File: src/rtl/core/modbus_rtu_request_framer_defines.svh
// Assertion macros shared by the Modbus RTU request framer RTL.
// No dependencies; included by the modules that carry assertions.
`ifndef MODBUS_RTU_REQUEST_FRAMER_DEFINES_SVH
`define MODBUS_RTU_REQUEST_FRAMER_DEFINES_SVH

// same-cycle implication
`define MRF_ASSERT_IMP(label, clk, rst_n, ante, cons, msg) \
    label: assert property (@(posedge clk) disable iff (!rst_n) (ante) |-> (cons)) \
        else $error(msg);

// next-cycle implication
`define MRF_ASSERT_NXT(label, clk, rst_n, ante, cons, msg) \
    label: assert property (@(posedge clk) disable iff (!rst_n) (ante) |=> (cons)) \
        else $error(msg);

`endif

File: src/rtl/core/mrf_pkg.sv
// Package for the Modbus RTU request framer: op codes, function codes,
// CRC-16/MODBUS constants, the per-item byte plan type and the CRC step.
package mrf_pkg;

    localparam int OpWidth    = 2;
    localparam int ItemBytes  = 7;
    localparam int NdWidth    = 3;
    localparam int IdxWidth   = 4;
    localparam int InDataW    = 56;

    localparam logic [OpWidth-1:0] OP_READ  = 2'd0;
    localparam logic [OpWidth-1:0] OP_WRITE = 2'd1;
    localparam logic [OpWidth-1:0] OP_VALUE = 2'd2;

    localparam logic [7:0]  FUNC_READ  = 8'h03;
    localparam logic [7:0]  FUNC_WRITE = 8'h10;
    localparam logic [15:0] CRC_INIT   = 16'hFFFF;
    localparam logic [15:0] CRC_POLY   = 16'hA001;

    typedef struct packed {
        logic [ItemBytes-1:0][7:0] data;
        logic [NdWidth-1:0]        nd;
        logic                      add_crc;
        logic                      restart;
    } t_item;

    function automatic logic [15:0] crc_byte(input logic [15:0] c, input logic [7:0] b);
        logic [15:0] v;
        v = c ^ {8'h00, b};
        for (int k = 0; k < 8; k++) begin
            if (v[0]) begin
                v = (v >> 1) ^ CRC_POLY;
            end else begin
                v = v >> 1;
            end
        end
        return v;
    endfunction

endpackage

File: src/rtl/core/mrf_item_decode.sv
// Request decode: turns one input beat into a byte plan and tracks the
// open write frame. Depends on mrf_pkg.
module mrf_item_decode (
    input  logic                        i_clk,
    input  logic                        i_rst_n,
    input  logic                        i_valid,
    input  logic                        i_ready,
    input  logic [mrf_pkg::OpWidth-1:0] i_op,
    input  logic [7:0]                  i_unit_id,
    input  logic [15:0]                 i_start_addr,
    input  logic [15:0]                 i_reg_count,
    input  logic [15:0]                 i_wr_word,
    output logic                        o_load,
    output mrf_pkg::t_item              o_item
);

    logic        r_write_open;
    logic [15:0] r_words_left;
    logic        n_write_open;
    logic [15:0] n_words_left;
    logic        accept;
    logic        produces;

    assign accept = i_valid & i_ready;

    always_comb begin
        o_item       = '0;
        produces     = 1'b0;
        n_write_open = r_write_open;
        n_words_left = r_words_left;
        unique case (i_op)
            mrf_pkg::OP_READ, mrf_pkg::OP_WRITE: begin
                produces       = 1'b1;
                o_item.restart = 1'b1;
                o_item.data[0] = i_unit_id;
                o_item.data[1] = (i_op == mrf_pkg::OP_READ) ? mrf_pkg::FUNC_READ
                                                            : mrf_pkg::FUNC_WRITE;
                o_item.data[2] = i_start_addr[15:8];
                o_item.data[3] = i_start_addr[7:0];
                o_item.data[4] = i_reg_count[15:8];
                o_item.data[5] = i_reg_count[7:0];
                o_item.data[6] = {i_reg_count[6:0], 1'b0};
                n_write_open   = 1'b0;
                n_words_left   = '0;
                if (i_op == mrf_pkg::OP_READ) begin
                    o_item.nd      = mrf_pkg::NdWidth'(6);
                    o_item.add_crc = 1'b1;
                end else begin
                    o_item.nd      = mrf_pkg::NdWidth'(7);
                    o_item.add_crc = (i_reg_count == 16'd0);
                    if (i_reg_count != 16'd0) begin
                        n_write_open = 1'b1;
                        n_words_left = i_reg_count;
                    end
                end
            end
            mrf_pkg::OP_VALUE: begin
                if (r_write_open) begin
                    produces       = 1'b1;
                    o_item.data[0] = i_wr_word[15:8];
                    o_item.data[1] = i_wr_word[7:0];
                    o_item.nd      = mrf_pkg::NdWidth'(2);
                    o_item.add_crc = (r_words_left == 16'd1);
                    n_words_left   = r_words_left - 16'd1;
                    n_write_open   = (r_words_left != 16'd1);
                end
            end
            default: begin
                produces = 1'b0;
            end
        endcase
    end

    assign o_load = accept & produces;

    always_ff @(posedge i_clk) begin
        if (!i_rst_n) begin
            r_write_open <= 1'b0;
            r_words_left <= '0;
        end else if (accept) begin
            r_write_open <= n_write_open;
            r_words_left <= n_words_left;
        end
    end

endmodule

File: src/rtl/core/mrf_byte_emit.sv
// Byte emitter: walks the byte plan one byte a cycle unless stalled, folds data
// bytes into the CRC and appends it. Depends on mrf_pkg and the defines header.
`include "modbus_rtu_request_framer_defines.svh"

module mrf_byte_emit (
    input  logic           i_clk,
    input  logic           i_rst_n,
    input  logic           i_load,
    input  mrf_pkg::t_item i_item,
    output logic           o_ready,
    output logic           o_valid,
    input  logic           i_ready,
    output logic [7:0]     o_byte,
    output logic           o_last
);

    logic                          r_busy;
    logic [mrf_pkg::IdxWidth-1:0]  r_idx;
    mrf_pkg::t_item                r_item;
    logic [15:0]                   r_crc;
    logic                          r_out_valid;
    logic [7:0]                    r_out_data;
    logic                          r_out_last;

    logic [mrf_pkg::IdxWidth-1:0]  total;
    logic [mrf_pkg::IdxWidth-1:0]  nd_ext;
    logic                          emit;
    logic                          last_byte;
    logic                          fin;
    logic                          is_data;
    logic                          is_crc_lo;
    logic [15:0]                   crc_in;
    logic [7:0]                    n_byte;
    logic [15:0]                   n_crc;

    assign nd_ext    = mrf_pkg::IdxWidth'(r_item.nd);
    assign total     = nd_ext + (r_item.add_crc ? mrf_pkg::IdxWidth'(2)
                                                : mrf_pkg::IdxWidth'(0));
    assign emit      = r_busy & (~r_out_valid | i_ready);
    assign last_byte = (r_idx == total - mrf_pkg::IdxWidth'(1));
    assign fin       = emit & last_byte;
    assign o_ready   = ~r_busy | fin;
    assign is_data   = (r_idx < nd_ext);
    assign is_crc_lo = (r_idx == nd_ext);
    assign crc_in    = (r_idx == '0 && r_item.restart) ? mrf_pkg::CRC_INIT : r_crc;

    always_comb begin
        n_crc  = r_crc;
        n_byte = r_crc[15:8];
        if (is_data) begin
            n_byte = r_item.data[r_idx[mrf_pkg::NdWidth-1:0]];
            n_crc  = mrf_pkg::crc_byte(crc_in, n_byte);
        end else if (is_crc_lo) begin
            n_byte = r_crc[7:0];
        end else begin
            n_crc  = mrf_pkg::CRC_INIT;
        end
    end

    always_ff @(posedge i_clk) begin
        if (!i_rst_n) begin
            r_busy      <= 1'b0;
            r_idx       <= '0;
            r_crc       <= mrf_pkg::CRC_INIT;
            r_out_valid <= 1'b0;
        end else begin
            if (i_load) begin
                r_busy <= 1'b1;
                r_idx  <= '0;
            end else if (fin) begin
                r_busy <= 1'b0;
            end else if (emit) begin
                r_idx  <= r_idx + mrf_pkg::IdxWidth'(1);
            end
            if (emit) begin
                r_crc       <= n_crc;
                r_out_valid <= 1'b1;
            end else if (i_ready) begin
                r_out_valid <= 1'b0;
            end
        end
    end

    always_ff @(posedge i_clk) begin
        if (i_load) begin
            r_item <= i_item;
        end
        if (emit) begin
            r_out_data <= n_byte;
            r_out_last <= ~is_data & ~is_crc_lo;
        end
    end

    assign o_valid = r_out_valid;
    assign o_byte  = r_out_data;
    assign o_last  = r_out_last;

    `MRF_ASSERT_IMP(a_load_when_free, i_clk, i_rst_n, i_load, o_ready,
        "item loaded while plan still running")
    `MRF_ASSERT_IMP(a_crc_slot_planned, i_clk, i_rst_n, r_busy && !is_data, r_item.add_crc,
        "CRC byte emitted for a plan without CRC")
    `MRF_ASSERT_NXT(a_crc_reinit, i_clk, i_rst_n, emit && !is_data && !is_crc_lo,
        r_crc == mrf_pkg::CRC_INIT && r_out_last && r_out_valid,
        "frame end did not reinitialise CRC")

endmodule

File: src/rtl/core/modbus_rtu_request_framer.sv
// Top level of the Modbus RTU request framer (read 0x03 / write 0x10 + CRC-16).
// Depends on mrf_pkg, mrf_item_decode and mrf_byte_emit.
//
// Channel  Dir  tdata (low bit up)                              tuser    tlast
// s        in   unit_id[7:0] start_addr[23:8] reg_count[39:24]  op[1:0]  -
//               wr_word[55:40]
// m        out  frame_byte[7:0]                                 -        frame_end
//
// One frame byte leaves per cycle through a registered output stage while m is not stalled.
// A read request yields 8 bytes, a write header 7 (9 with a zero count),
// a register value 2 (4 when it closes the frame); items yielding no
// bytes produce no output. The next item is taken in the cycle its
// predecessor's last byte enters the output register.
// Synchronous active-low reset, tready low while in reset; a stall on m holds the output byte.
module modbus_rtu_request_framer (
    input  logic                         i_clk,
    input  logic                         i_rst_n,
    input  logic                         i_s_tvalid,
    output logic                         o_s_tready,
    input  logic [mrf_pkg::InDataW-1:0]  i_s_tdata,   // unit_id, start_addr, reg_count, wr_word
    input  logic [mrf_pkg::OpWidth-1:0]  i_s_tuser,   // op
    output logic                         o_m_tvalid,
    input  logic                         i_m_tready,
    output logic [7:0]                   o_m_tdata,   // frame_byte
    output logic                         o_m_tlast
);

    logic           load;
    logic           emit_ready;
    mrf_pkg::t_item item;

    assign o_s_tready = emit_ready & i_rst_n;

    mrf_item_decode u_decode (
        .i_clk        (i_clk),
        .i_rst_n      (i_rst_n),
        .i_valid      (i_s_tvalid),
        .i_ready      (o_s_tready),
        .i_op         (i_s_tuser),
        .i_unit_id    (i_s_tdata[7:0]),
        .i_start_addr (i_s_tdata[23:8]),
        .i_reg_count  (i_s_tdata[39:24]),
        .i_wr_word    (i_s_tdata[55:40]),
        .o_load       (load),
        .o_item       (item)
    );

    mrf_byte_emit u_emit (
        .i_clk   (i_clk),
        .i_rst_n (i_rst_n),
        .i_load  (load),
        .i_item  (item),
        .o_ready (emit_ready),
        .o_valid (o_m_tvalid),
        .i_ready (i_m_tready),
        .o_byte  (o_m_tdata),
        .o_last  (o_m_tlast)
    );

endmodule
File: config.mk
export PLATFORM = sky130hd
export DESIGN_NAME = modbus_rtu_request_framer
export DESIGN_NICKNAME = d
export VERILOG_FILES = /design/src/rtl/core/mrf_pkg.sv /design/src/rtl/core/mrf_item_decode.sv /design/src/rtl/core/mrf_byte_emit.sv /design/src/rtl/core/modbus_rtu_request_framer.sv
export VERILOG_INCLUDE_DIRS = /design/src /design/src/rtl/core
export SDC_FILE = /design/constraint.sdc
export NUM_CORES = 1
export LEC_CHECK = 0
export CAP_MARGIN = 10
export CORE_UTILIZATION = 55
export CTS_CLUSTER_SIZE = 20
export DETAILED_ROUTE_END_ITERATION = 12
export DONT_BUFFER_PORTS = 1
export GPL_ROUTABILITY_DRIVEN = 0
export PLACE_DENSITY = 0.75
export SETUP_SLACK_MARGIN = 0.5
export SYNTH_ARGS = -nofsm -noshare
export SYNTH_HDL_FRONTEND = slang
export SYNTH_SLANG_ARGS = --single-unit
File: constraint.sdc
create_clock -name i_clk -period 10.05 [get_ports i_clk]
set_input_delay 0.5025 -clock i_clk [delete_from_list [all_inputs] [get_ports i_clk]]
set_output_delay 0.5025 -clock i_clk [all_outputs]
set_load 0.01 [all_outputs]
==> run summary <==
Fraction of registers with async set or reset after synthesis -> 0%
Run status -> finished, final reports clean
GRT Util Overall -> 23.6%
Count of final hold-check violations -> 0
R2R setup slack -> 5830 ps
Met1 usage -> 30.3%
Arrival time of data at the critical path endpoint -> 4230 ps
Top FF cell, synth -> edfxtp_1
Measured slew at the worst slew-check pin -> 1200 ps
Largest net degree at the start of global routing -> 54
Number of buffers added for setup after CTS -> 0
Max-cap violations -> 0
Most utilized layer in the global route result -> met2
Leak pwr -> 2.02 nW
Number of diodes -> 0
Routing usage on met3 -> 5.52%
Setup violators final -> 0
Final TNS setup -> 0 ps
Unique cell type count in the Yosys netlist -> 54
DIE AREA -> 0.0103 mm2
Largest incremental delay on the critical path -> 610 ps
Number of hold buffers added after cts -> 0
Critical-path cell list -> inv_1 -> ha_1 -> inv_1 -> ha_1 -> fa_1 -> xor2_1 -> or4_1 -> o21ai_1 -> and3_1 -> nand2_1 -> inv_2 -> buf_4
Cell types with the largest area share after synthesis -> edfxtp_1, dfxtp_1, nor2b_1
Root buffer cell -> clkbuf_8
RSZ-0062 raised after global routing -> no
Class of the most critical hold timing path -> in2reg
Syn. warnings -> 0
Mean cell area of the mapped netlist -> 10.5 um2
Net count after synthesis -> 590
Fin crit share -> 42.0%
Share of layout cells above drive strength 1 -> 7.24%
Worst hold margin -> 205 ps
Detailed placement HPWL -> 8160 um
Total wire length -> 11,700 um
Standard-cell rows -> 35
Type of element capturing the critical path -> flop
Area share of the largest cell type after synthesis -> 34.3%
Number of nets with antenna violations after detailed routing -> 0
# H-tree levels -> 3
Crit start category -> flop
Cell area after synthesis -> 0.00542 mm2
Overflow left after global routing -> 0
Clock skew -> 11.6 ps
Port-buffer cells -> 0
Max clock buf depth -> 2
Count of nets after finishing -> 578
Post-synthesis cell type with the largest combined area -> edfxtp_1
Largest fanout on the critical path -> 53
Worst-case headroom to the max-slew limit -> 19.9%
Master of the slowest instance on the critical path -> buf_4
Core Region -> 0.00942 mm2
GR Layer Usage met2 -> 39.4%
Clock tree from TritonCTS -> yes
Avg WL per Cell -> 18.2 um
Post-place instance area -> 0.00549 mm2
Number of global-route vias before repair -> 3,747
Initial antenna violation count -> 0
Starting density of the core -> 57.6%
Pwr per Cell Area -> 147 mW/mm2
Flip-flop and latch count after synthesis -> 101
First-pass GRT wire length -> 18,400 um
Post-synth EDFFs -> 62
Die width -> 101 um
Number of clock sinks -> 101
PostCTS Resize Cnt -> 0
Layout Cell Area excl Fill -> 0.00567 mm2
Initial detailed-routing violation count -> 230
Clock latency of the later-clocked register in the worst-skew pair -> 370 ps
Post-route total power -> 0.835 mW
Detailed-route DRC error count -> 0
Detailed Routing Iterations Pass 1 -> 4
Count of pins on the block boundary -> 73
Crit Path Category -> reg2reg
Maximum VDD drop -> 85.9 uV
Category of cells accounting for the largest share of critical-path delay -> simple AND/OR/NAND/NOR gates
Inserted Clock Buffers -> 9
Period minus WS final -> 4220 ps
Max Clk Rate -> 237 MHz
Final Util -> 60.3%
Clock slew at reported path FFs -> 100 ps
Layout overhead on the synthesized area -> 4.66%
Drt via density -> 5.98
Max-slew violation count -> 0
Number of vias in the routed layout -> 3,826
Die Ht -> 101 um
Number of cells produced by synthesis -> 518
WP data required -> 10,060 ps
Worst path bufs/invs -> 4
Sequential share of the synthesized area -> 48.7%
## report_power, final
part	switching [mW]	leakage, nW	total, mW	internal (mW)
Clock	0.148	0.0943	0.249	0.101
Combinational	0.0643	1.03	0.122	0.0574
Sequential	0.00904	0.894	0.465	0.456
Total	0.221	2.02	0.835	0.614
## kinds of logic (layout without fill, tap and decap cells)
family                   after synthesis  count (layout)  share of synthesized area [%]
flip-flops                           101             101                           48.7
XOR/XNOR                              38              38                           8.33
multiplexers                          32              32                           6.23
adder cells (fa/ha/maj)               10              10                           2.45
AND/OR/NAND/NOR                      182             182                           16.6
buffers and inverters                 43              36                           3.53
AO/OA/AOI/OAI                        112             112                           14.1
## final cells by class
class,instances,area [um2]
inverters,15,56.3
multi-input cells,374,2590
clock buffers,10,138
repair buffers,5,37.5
clock inverters,6,51.3
well taps,129,161
flip-flops and latches,101,2640
fillers,795,3740
## stage by stage
step	instances	setup slack (ps)
after floorplan	518	6640
after global placement	624	6050
after detailed placement	624	5880
after CTS	640	5830
after global routing	640	5590
final	640	5830
## worst paths after layout
kind	from	to	cells past startpoint
min reg2reg	u_decode.r_words_left[9]	u_decode.r_words_left[9]	2
min	i_rst_n	u_emit.r_crc[6]	1
max	u_emit.nd_ext[1]	u_emit.r_item[41]	12
max reg2reg	u_emit.nd_ext[1]	u_emit.r_item[41]	12
## synth_stat cells (8+ instances only)
| cell | number |
|---|---|
| mux2_2 | 10 |
| a21boi_0 | 10 |
| a22o_1 | 10 |
| o21ai_0 | 32 |
| a21oi_1 | 11 |
| inv_1 | 14 |
| dfxtp_1 | 39 |
| xnor2_1 | 16 |
| ha_1 | 9 |
| a22oi_1 | 11 |
| nand2_1 | 53 |
| o211ai_1 | 8 |
| edfxtp_1 | 62 |
| clkbuf_1 | 19 |
| nor3_1 | 10 |
| nor2_1 | 44 |
| mux2i_1 | 21 |
| nor2b_1 | 38 |
| xor2_1 | 13 |
| o22ai_1 | 8 |
## layer usage
layer | vias to the layer above | part of all wire (%)
met1 | 1855 | 44
met4 | 0 | 0.99
li1 | 1831 | -
met5 | - | 0
met2 | 128 | 48
met3 | 12 | 6.7
## placed cells by master, fill, tap and decap left out, drive strengths merged, types with 7 or more instances in the layout
cell and n:
nand2 53, edfxtp 62, o21ai 34, a21oi 11, a22oi 11, a21boi 10
o211ai 8, xnor3 7, nor4 7, nor3 10, clkbuf 10, a22o 10
xnor2 16, nor2b 38, inv 19, mux2 11, nor2 44, o22ai 8
mux2i 21, xor2 14, dfxtp 39, ha 9
## worst register-to-register path, cell delays in order, from the launching register on
cell	delay [ps]
edfxtp_1	330
inv_1	60
ha_1	280
inv_1	40
ha_1	180
fa_1	450
xor2_1	150
or4_1	540
o21ai_1	210
and3_1	230
nand2_1	350
inv_2	400
buf_4	610
## state kept, by name, indices dropped and copies added (netlist names)
name / cells
u_emit.r_item: 50
u_emit.r_idx: 4
u_emit.r_crc: 16
u_emit.o_byte: 8
u_decode.r_words_left: 16
u_emit.nd_ext: 3
u_emit.r_busy: 1
u_decode.r_write_open: 1
u_emit.o_valid: 1
u_emit.o_last: 1
Power figures use the tool's default switching activity.
